$ cat config.mk
export PLATFORM = sky130hd
export DESIGN_NAME = cpu8_instruction_execute
export DESIGN_NICKNAME = d
export VERILOG_FILES = /design/src/design/cpu8ie_pkg.sv /design/src/design/cpu8_instruction_execute.sv /design/src/design/cpu8ie_exec.sv
export SDC_FILE = /design/constraint.sdc
export NUM_CORES = 1
export LEC_CHECK = 0
export ABC_CLOCK_PERIOD_IN_PS = 8900
export BUFFER_PORTS_ARGS = -buffer_cell sky130_fd_sc_hd__buf_2
export CORE_MARGIN = 1.5
export CORE_UTILIZATION = 40
export DETAILED_ROUTE_END_ITERATION = 16
export PLACE_DENSITY_LB_ADDON = 0.12
export REMOVE_ABC_BUFFERS = 1
export SETUP_SLACK_MARGIN = 0.1
export SLEW_MARGIN = 5
export SYNTH_ARGS = -nofsm -noshare
export SYNTH_HDL_FRONTEND = slang
export SYNTH_SLANG_ARGS = --single-unit
$ cat constraint.sdc
create_clock -name clk -period 8.9 [get_ports clk]
set_input_delay 0.89 -clock clk [delete_from_list [all_inputs] [get_ports clk]]
set_output_delay 0.89 -clock clk [all_outputs]
set_load 0.005 [all_outputs]
$ cat src/design/cpu8ie_pkg.sv
// Shared types and constants for the 8-bit CPU execute block.
// Holds the item, result, architectural state and packet structs plus the opcode codes.
// No dependencies.
`default_nettype none

package cpu8ie_pkg;

	localparam logic [5:0] OP_ORA = 6'd0;
	localparam logic [5:0] OP_AND = 6'd1;
	localparam logic [5:0] OP_EOR = 6'd2;
	localparam logic [5:0] OP_ADC = 6'd3;
	localparam logic [5:0] OP_SBC = 6'd4;
	localparam logic [5:0] OP_CMP = 6'd5;
	localparam logic [5:0] OP_CPX = 6'd6;
	localparam logic [5:0] OP_CPY = 6'd7;
	localparam logic [5:0] OP_DEC = 6'd8;
	localparam logic [5:0] OP_DEX = 6'd9;
	localparam logic [5:0] OP_DEY = 6'd10;
	localparam logic [5:0] OP_INC = 6'd11;
	localparam logic [5:0] OP_INX = 6'd12;
	localparam logic [5:0] OP_INY = 6'd13;
	localparam logic [5:0] OP_ASL = 6'd14;
	localparam logic [5:0] OP_ROL = 6'd15;
	localparam logic [5:0] OP_LSR = 6'd16;
	localparam logic [5:0] OP_ROR = 6'd17;
	localparam logic [5:0] OP_LDA = 6'd18;
	localparam logic [5:0] OP_STA = 6'd19;
	localparam logic [5:0] OP_LDX = 6'd20;
	localparam logic [5:0] OP_STX = 6'd21;
	localparam logic [5:0] OP_LDY = 6'd22;
	localparam logic [5:0] OP_STY = 6'd23;
	localparam logic [5:0] OP_TAX = 6'd24;
	localparam logic [5:0] OP_TXA = 6'd25;
	localparam logic [5:0] OP_TAY = 6'd26;
	localparam logic [5:0] OP_TYA = 6'd27;
	localparam logic [5:0] OP_TSX = 6'd28;
	localparam logic [5:0] OP_TXS = 6'd29;
	localparam logic [5:0] OP_PLA = 6'd30;
	localparam logic [5:0] OP_PHA = 6'd31;
	localparam logic [5:0] OP_PLP = 6'd32;
	localparam logic [5:0] OP_PHP = 6'd33;
	localparam logic [5:0] OP_BPL = 6'd34;
	localparam logic [5:0] OP_BMI = 6'd35;
	localparam logic [5:0] OP_BVC = 6'd36;
	localparam logic [5:0] OP_BVS = 6'd37;
	localparam logic [5:0] OP_BCC = 6'd38;
	localparam logic [5:0] OP_BCS = 6'd39;
	localparam logic [5:0] OP_BNE = 6'd40;
	localparam logic [5:0] OP_BEQ = 6'd41;
	localparam logic [5:0] OP_BRK = 6'd42;
	localparam logic [5:0] OP_RTI = 6'd43;
	localparam logic [5:0] OP_JSR = 6'd44;
	localparam logic [5:0] OP_RTS = 6'd45;
	localparam logic [5:0] OP_JMP = 6'd46;
	localparam logic [5:0] OP_BIT = 6'd47;
	localparam logic [5:0] OP_CLC = 6'd48;
	localparam logic [5:0] OP_SEC = 6'd49;
	localparam logic [5:0] OP_CLD = 6'd50;
	localparam logic [5:0] OP_SED = 6'd51;
	localparam logic [5:0] OP_CLI = 6'd52;
	localparam logic [5:0] OP_SEI = 6'd53;
	localparam logic [5:0] OP_CLV = 6'd54;
	localparam logic [5:0] OP_NOP = 6'd55;
	localparam logic [5:0] OP_KIL = 6'd56;

	localparam logic [7:0] FL_C = 8'h01;
	localparam logic [7:0] FL_I = 8'h04;
	localparam logic [7:0] FL_D = 8'h08;
	localparam logic [7:0] FL_B = 8'h10;
	localparam logic [7:0] FL_U = 8'h20;
	localparam logic [7:0] FL_V = 8'h40;

	localparam logic [7:0]  SP_RESET   = 8'hFF;
	localparam logic [15:0] BRK_VECTOR = 16'hFFFE;

	localparam logic KIND_STACK  = 1'b0;
	localparam logic KIND_RETIRE = 1'b1;

	typedef struct packed {
		logic [5:0]  opcode;
		logic [7:0]  operand;
		logic [15:0] jump_target;
		logic [1:0]  pc_advance;
		logic [7:0]  pulled_first;
		logic [7:0]  pulled_second;
		logic [7:0]  pulled_third;
	} item_t;

	typedef struct packed {
		logic        kind;
		logic [8:0]  stack_address;
		logic [7:0]  stack_data;
		logic [7:0]  modified_byte;
		logic        modified_valid;
		logic [15:0] next_pc;
		logic [7:0]  status_flags;
		logic        halted;
		logic        last;
	} result_t;

	typedef struct packed {
		logic [7:0]  a;
		logic [7:0]  x;
		logic [7:0]  y;
		logic [7:0]  sp;
		logic [7:0]  p;
		logic [15:0] pc;
		logic        stopped;
	} arch_t;

	// Everything one instruction reports: its pushes and its retire fields.
	typedef struct packed {
		logic [1:0]  n_push;
		logic [7:0]  sp_base;
		logic [7:0]  push0;
		logic [7:0]  push1;
		logic [7:0]  push2;
		logic [7:0]  mod_byte;
		logic        mod_valid;
		logic [15:0] next_pc;
		logic [7:0]  status;
		logic        halted;
	} pkt_t;

endpackage

`default_nettype wire

$ cat src/design/cpu8_instruction_execute.sv
// Top level of the 8-bit CPU execute block: state registers, packet queue, result sequencer.
// Depends on cpu8ie_pkg and cpu8ie_exec.
//
// One decoded instruction is accepted per cycle and executed in the cycle of its transfer;
// A, X, Y, SP, P, PC and the halt flag update at that edge. Its results go into a two-entry
// packet queue and leave one per cycle while result_stall is low: first its stack writes in
// push order, then the retire result. An instruction without pushes therefore sustains one
// item per cycle while results are not stalled; PHA/PHP produce two results, JSR three and
// BRK four, and the item side stalls only while both queue entries are occupied.
`default_nettype none

module cpu8_instruction_execute (
	input  wire                    clk,
	input  wire                    arst_n,
	input  wire                    item_valid,
	output logic                   item_stall,
	input  wire cpu8ie_pkg::item_t item,
	output logic                   result_valid,
	input  wire                    result_stall,
	output cpu8ie_pkg::result_t    result
);
	import cpu8ie_pkg::*;

	arch_t       st_q;
	arch_t       st_nxt;
	pkt_t        pkt_nxt;
	pkt_t        pkt_q [2];
	pkt_t        head;
	logic        wr_ptr_q;
	logic        rd_ptr_q;
	logic [1:0]  count_q;
	logic [1:0]  idx_q;
	logic        item_xfer;
	logic        result_xfer;
	logic        pop;

	cpu8ie_exec u_exec (
		.st   (st_q),
		.item (item),
		.nxt  (st_nxt),
		.pkt  (pkt_nxt)
	);

	assign item_stall   = count_q == 2'd2;
	assign item_xfer    = item_valid && !item_stall;
	assign result_valid = count_q != 2'd0;
	assign result_xfer  = result_valid && !result_stall;
	assign head         = pkt_q[rd_ptr_q];
	assign pop          = result_xfer && (idx_q == head.n_push);

	always_ff @(posedge clk or negedge arst_n) begin
		if (!arst_n) begin
			st_q.a       <= 8'd0;
			st_q.x       <= 8'd0;
			st_q.y       <= 8'd0;
			st_q.sp      <= SP_RESET;
			st_q.p       <= 8'd0;
			st_q.pc      <= 16'd0;
			st_q.stopped <= 1'b0;
			wr_ptr_q     <= 1'b0;
			rd_ptr_q     <= 1'b0;
			count_q      <= 2'd0;
			idx_q        <= 2'd0;
		end else begin
			if (item_xfer) begin
				st_q     <= st_nxt;
				wr_ptr_q <= !wr_ptr_q;
			end
			if (result_xfer) begin
				idx_q <= pop ? 2'd0 : idx_q + 2'd1;
			end
			if (pop) begin
				rd_ptr_q <= !rd_ptr_q;
			end
			count_q <= count_q + {1'b0, item_xfer} - {1'b0, pop};
		end
	end

	always_ff @(posedge clk) begin
		if (item_xfer) begin
			pkt_q[wr_ptr_q] <= pkt_nxt;
		end
	end

	always_comb begin
		result = '0;
		if (idx_q == head.n_push) begin
			result.kind           = KIND_RETIRE;
			result.modified_byte  = head.mod_byte;
			result.modified_valid = head.mod_valid;
			result.next_pc        = head.next_pc;
			result.status_flags   = head.status;
			result.halted         = head.halted;
			result.last           = 1'b1;
		end else begin
			result.kind          = KIND_STACK;
			result.stack_address = {1'b1, head.sp_base - {6'd0, idx_q}};
			case (idx_q)
				2'd0:    result.stack_data = head.push0;
				2'd1:    result.stack_data = head.push1;
				default: result.stack_data = head.push2;
			endcase
		end
	end

endmodule

`default_nettype wire

$ cat src/design/cpu8ie_exec.sv
// Combinational execute logic: next architectural state and result packet of one item.
// Depends on cpu8ie_pkg.
`default_nettype none

module cpu8ie_exec (
	input  wire cpu8ie_pkg::arch_t st,
	input  wire cpu8ie_pkg::item_t item,
	output cpu8ie_pkg::arch_t      nxt,
	output cpu8ie_pkg::pkt_t       pkt
);
	import cpu8ie_pkg::*;

	logic [15:0] npc;
	logic [15:0] ret;
	logic [7:0]  m;
	logic [7:0]  addend;
	logic [8:0]  sum;
	logic [7:0]  sum_r;
	logic [7:0]  cmp_reg;
	logic [8:0]  diff;
	logic [7:0]  mod;
	logic        modv;
	logic        branch;
	logic        take;
	logic        c;

	always_comb begin
		m      = item.operand;
		c      = st.p[0];
		ret    = st.pc + 16'd2;
		addend = (item.opcode == OP_SBC) ? ~m : m;
		sum    = {1'b0, st.a} + {1'b0, addend} + {8'd0, c};
		sum_r  = sum[7:0];
		case (item.opcode)
			OP_CPX:  cmp_reg = st.x;
			OP_CPY:  cmp_reg = st.y;
			default: cmp_reg = st.a;
		endcase
		diff = {1'b0, cmp_reg} - {1'b0, m};
	end

	always_comb begin
		nxt    = st;
		npc    = st.pc + {14'd0, item.pc_advance};
		mod    = 8'd0;
		modv   = 1'b0;
		branch = 1'b0;
		take   = 1'b0;
		pkt    = '0;
		pkt.sp_base = st.sp;

		if (!st.stopped) begin
			unique case (item.opcode)
				OP_ORA: nxt.a = st.a | m;
				OP_AND: nxt.a = st.a & m;
				OP_EOR: nxt.a = st.a ^ m;
				OP_ADC, OP_SBC: begin
					nxt.a    = sum_r;
					nxt.p[6] = ((st.a ^ sum_r) & (addend ^ sum_r)) >> 7 != 8'd0;
					nxt.p[0] = sum[8];
				end
				OP_CMP, OP_CPX, OP_CPY: nxt.p[0] = !diff[8];
				OP_DEC: begin mod = m - 8'd1; modv = 1'b1; end
				OP_INC: begin mod = m + 8'd1; modv = 1'b1; end
				OP_DEX: nxt.x = st.x - 8'd1;
				OP_DEY: nxt.y = st.y - 8'd1;
				OP_INX: nxt.x = st.x + 8'd1;
				OP_INY: nxt.y = st.y + 8'd1;
				OP_ASL: begin mod = {m[6:0], 1'b0}; modv = 1'b1; nxt.p[0] = m[7]; end
				OP_ROL: begin mod = {m[6:0], c}; modv = 1'b1; nxt.p[0] = m[7]; end
				OP_LSR: begin mod = {1'b0, m[7:1]}; modv = 1'b1; nxt.p[0] = m[0]; end
				OP_ROR: begin mod = {c, m[7:1]}; modv = 1'b1; nxt.p[0] = m[0]; end
				OP_LDA: nxt.a = m;
				OP_STA: begin mod = st.a; modv = 1'b1; end
				OP_LDX: nxt.x = m;
				OP_STX: begin mod = st.x; modv = 1'b1; end
				OP_LDY: nxt.y = m;
				OP_STY: begin mod = st.y; modv = 1'b1; end
				OP_TAX: nxt.x = st.a;
				OP_TXA: nxt.a = st.x;
				OP_TAY: nxt.y = st.a;
				OP_TYA: nxt.a = st.y;
				OP_TSX: nxt.x = st.sp;
				OP_TXS: nxt.sp = st.x;
				OP_PLA: begin nxt.sp = st.sp + 8'd1; nxt.a = item.pulled_first; end
				OP_PHA: begin
					pkt.n_push = 2'd1; pkt.push0 = st.a; nxt.sp = st.sp - 8'd1;
				end
				OP_PLP: begin nxt.sp = st.sp + 8'd1; nxt.p = item.pulled_first; end
				OP_PHP: begin
					pkt.n_push = 2'd1; pkt.push0 = st.p | FL_B | FL_U;
					nxt.sp = st.sp - 8'd1;
				end
				OP_BPL: begin branch = 1'b1; take = !st.p[7]; end
				OP_BMI: begin branch = 1'b1; take = st.p[7]; end
				OP_BVC: begin branch = 1'b1; take = !st.p[6]; end
				OP_BVS: begin branch = 1'b1; take = st.p[6]; end
				OP_BCC: begin branch = 1'b1; take = !c; end
				OP_BCS: begin branch = 1'b1; take = c; end
				OP_BNE: begin branch = 1'b1; take = !st.p[1]; end
				OP_BEQ: begin branch = 1'b1; take = st.p[1]; end
				OP_BRK: begin
					pkt.n_push = 2'd3;
					pkt.push0  = ret[15:8];
					pkt.push1  = ret[7:0];
					pkt.push2  = st.p | FL_B | FL_U;
					nxt.sp     = st.sp - 8'd3;
					nxt.p      = st.p | FL_I | FL_B;
					npc        = BRK_VECTOR;
				end
				OP_RTI: begin
					nxt.sp = st.sp + 8'd3;
					nxt.p  = item.pulled_first & ~FL_B;
					npc    = {item.pulled_third, item.pulled_second};
				end
				OP_JSR: begin
					pkt.n_push = 2'd2;
					pkt.push0  = ret[15:8];
					pkt.push1  = ret[7:0];
					nxt.sp     = st.sp - 8'd2;
					npc        = item.jump_target;
				end
				OP_RTS: begin
					nxt.sp = st.sp + 8'd2;
					npc    = {item.pulled_second, item.pulled_first} + 16'd1;
				end
				OP_JMP: npc = item.jump_target;
				OP_BIT: begin
					nxt.p[1] = (st.a & m) == 8'd0;
					nxt.p[7] = m[7];
					nxt.p[6] = m[6];
				end
				OP_CLC: nxt.p = st.p & ~FL_C;
				OP_SEC: nxt.p = st.p | FL_C;
				OP_CLD: nxt.p = st.p & ~FL_D;
				OP_SED: nxt.p = st.p | FL_D;
				OP_CLI: nxt.p = st.p & ~FL_I;
				OP_SEI: nxt.p = st.p | FL_I;
				OP_CLV: nxt.p = st.p & ~FL_V;
				OP_KIL: begin nxt.stopped = 1'b1; npc = st.pc; end
				default: ;
			endcase

			// N and Z follow the byte that the operation produced.
			case (item.opcode)
				OP_ORA, OP_AND, OP_EOR, OP_ADC, OP_SBC, OP_TXA, OP_TYA, OP_PLA: begin
					nxt.p[7] = nxt.a[7]; nxt.p[1] = nxt.a == 8'd0;
				end
				OP_LDA: begin nxt.p[7] = m[7]; nxt.p[1] = m == 8'd0; end
				OP_DEX, OP_INX, OP_LDX, OP_TAX, OP_TSX: begin
					nxt.p[7] = nxt.x[7]; nxt.p[1] = nxt.x == 8'd0;
				end
				OP_DEY, OP_INY, OP_LDY, OP_TAY: begin
					nxt.p[7] = nxt.y[7]; nxt.p[1] = nxt.y == 8'd0;
				end
				OP_CMP, OP_CPX, OP_CPY: begin
					nxt.p[7] = diff[7]; nxt.p[1] = diff[7:0] == 8'd0;
				end
				OP_DEC, OP_INC, OP_ASL, OP_ROL, OP_LSR, OP_ROR: begin
					nxt.p[7] = mod[7]; nxt.p[1] = mod == 8'd0;
				end
				default: ;
			endcase

			if (branch && take) begin
				npc = npc + {{8{m[7]}}, m};
			end
			nxt.pc = npc;
		end

		pkt.mod_byte  = modv ? mod : 8'd0;
		pkt.mod_valid = modv;
		pkt.next_pc   = nxt.pc;
		pkt.status    = nxt.p;
		pkt.halted    = nxt.stopped;
	end

endmodule

`default_nettype wire

==> results by group <==
Placed design
  – DPL Wire Length: 37900 um
  – IO Port Bufs: 114
  – Final GP Congestion: 0.931
  – Placed cells: 2146
  – Placement Setup Slack: 3.06 ns

Global routing
  – Total GRT Usage: 26.9%
  – Global-route wire length before repair: 78000 um
  – Vias in the first global route: 12500
  – Pin count of the biggest net entering global routing: 64
  – Initial antenna violation count: 0
  – Global route overflow: 0

Drt
  – Routed vias: 12900
  – Detailed Routing Iterations Pass 1: 6
  – Iteration-0 DRC Markers: 1434
  – Final ANT Viol Nets: 0
  – DRC violations left: 0
  – Final wirelength: 51900 um
  – Vias/cell: 5.94
  – Routed len/inst: 23.8 um

STA
  – RSZ-0062 raised after global routing: no
  – Final Hold Fails: 0
  – Slew @ Worst Pin: 1.21 ns
  – Worst setup margin: 3.44 ns
  – Minimum clock period after layout: 5.46 ns
  – Max_slew headroom: 18.8%
  – TNS Setup: 0 ns
  – Hold WS: 0.491 ns
  – # setup viols final: 0
  – Final Skew: 0.0122 ns
  – Fmax: 183 MHz
  – Final cycle utilization of the critical path: 61.3%
  – Slew Viols, Final: 0

Cells and area
  – Core Util, Final: 44.7%
  – Non-filler cells, final: 2178
  – Ant. Diodes: 0
  – P&R area growth vs syn: 10.5%
  – Most common cell after layout, fill and taps aside: nor2_1
  – Nets: 1809
  – Most frequent cells in the layout: nor2_1 (152), edfxtp_1 (134), buf_2 (113)
  – Share of cells above drive strength 1: 15.3%

Clock tree
  – # H-tree levels: 4
  – Total clock sinks: 197
  – Worst-path clk slew: 0.07 ns
  – Clock Root Buffer: clkbuf_16
  – Clock buffer depth: 2
  – CTS tree: built
  – Worst skew pair latency: 0.46 ns
  – CTS buffer count: 17
  – Post-CTS Setup Inserts: 0
  – Post-CTS resize count: 0
  – # hold bufs at CTS: 0

Critical path
  – Reg2reg path depth: 15
  – Reg-to-reg slack, setup: 4.73 ns
  – R2r startpoint: st_q[1]$_DFFE_PN0P_
  – Crit path DAT: 5.72 ns
  – Critical Path Start Type: input port
  – WS Path Type: input port to flip-flop
  – Crit Path Max Fanout: 35
  – Worst reg2reg endpoint: pkt_q[0][24]$_DFFE_PP_
  – Critical Path RT: 9.16 ns
  – Crit. Startpoint: item[54]
  – CP endpoint kind: flip-flop

Hold path
  – Hold crit path type: flip-flop to flip-flop
  – Hold path depth: 1
  – Hold worst-path end: count_q[1]$_DFF_PN0_
  – Hold Path Origin: count_q[1]$_DFF_PN0_

Run
  – Max cap viols: 0

Synthesis
  – Post-synth cell types: 83
  – Cell area after synthesis: 15200 um^2
  – Post-synth top flop: edfxtp_1
  – Syn_area_per_cell: 9.43 um^2
  – Post-Syn Instances: 1607
  – Syn. warnings: 0
  – Post-synth EDFFs: 134
  – Seq/Total Area, Yosys: 37.0%
  – Async SR Flop Fraction: 32.0%
  – Synthesis-stage register bit count: 197

Floorplanning
  – Die Width: 198 um
  – Chip Height: 198 um
  – Core box area: 37500 um^2
  – Die area: 39100 um^2
  – Num rows: 71
  – Num ports: 115
  – Initial Utilization: 40.4%

Status
  – Status: finished clean

Pwr
  – PwrDens: 189 nW/um^2
  – Peak supply drop: 0.000134 V
  – Leak Pwr: 6.60 nW
metrics by stage:
step | power, mW | area [um^2]
floorplan | 1.87 | 14700
CTS | 3.22 | 16800
global placement | 2.33 | 16100
finish | 3.17 | 16800
global route | 3.36 | 16800
detailed placement | 2.33 | 16100
sequential cells by signal, indices dropped and copies added (netlist names):
name / count
idx_q: 2
pkt_q: 134
rd_ptr_q: 1
st_q: 57
count_q: 2
wr_ptr_q: 1
where the power goes:
group          switching [mW]  total (mW)  internal [mW]  leakage [nW]
Clock                   0.384       0.877          0.493         0.327
Sequential             0.0638        1.22           1.16          2.08
Combinational           0.659        1.07          0.415          4.19
critical path, stage by stage:
cell       delay [ns]
buf_2            0.29
nor2_1           0.60
nand3_1          0.63
xnor2_1          0.39
fa_1             0.24
inv_1            0.06
fa_1             0.41
a211oi_1         0.31
or3_1            0.16
a21oi_1          0.05
nor4_1           0.27
nand4_1          0.15
a2111oi_0        0.71
nor4_1           0.21
a31oi_1          0.31
routing by layer:
| metal | vias up | share of wire, % | GRT usage [%] |
|---|---|---|---|
| li1 | 6111 | - | - |
| met2 | 478 | 45 | 41.2 |
| met5 | - | 0 | 0 |
| met1 | 6255 | 45 | 37.3 |
| met3 | 98 | 7.2 | 5.67 |
| met4 | 0 | 3.3 | 9.53 |
Yosys cell counts, drive strengths merged, types with 49 or more instances:
cell | n | area (um^2)
nor2 | 154 | 578
edfxtp | 134 | 4020
nand2 | 109 | 409
ha | 85 | 1060
a21oi | 82 | 410
xnor2 | 77 | 674
o21ai | 70 | 350
mux2i | 66 | 661
clkbuf | 59 | 221
inv | 57 | 214
dfrtp | 55 | 1380
nand3 | 50 | 250
mux2 | 49 | 552
cell families (layout without fill, tap and decap cells):
logic type | after synthesis | in the layout | share of synthesized area (%)
AOI/OAI and AO/OA | 411 | 411 | 19.0
adders and majority gates | 95 | 95 | 8.33
xor gates and xnor gates | 110 | 110 | 6.35
buffers and inverters | 161 | 221 | 4.32
muxes | 115 | 115 | 8.00
DFF | 197 | 197 | 37.0
and+or+nand+nor | 518 | 518 | 17.0
final cells by class:
cell class / instances / area [um^2]
tap: 511 / 639
inverter: 58 / 218
multi-input combinational: 1249 / 8920
timing repair buffer: 131 / 701
fill: 3687 / 20700
clock buffer: 18 / 439
clock inverter: 14 / 230
sequential: 197 / 5610
worst max-delay path by stage:
stage | end | slack, ns | cells after the start
2_1_floorplan | result[35] | 3.91 | 5
3_3_place_gp | pkt_q[0][24]$_DFFE_PP_ | 3.16 | 15
3_5_place_dp | pkt_q[1][2]$_DFFE_PP_ | 3.06 | 15
4_1_cts | pkt_q[1][2]$_DFFE_PP_ | 3.55 | 15
5_1_grt | pkt_q[0][24]$_DFFE_PP_ | 2.99 | 14
6_report | pkt_q[1][2]$_DFFE_PP_ | 3.44 | 15
(Power assumes the default switching activity.)
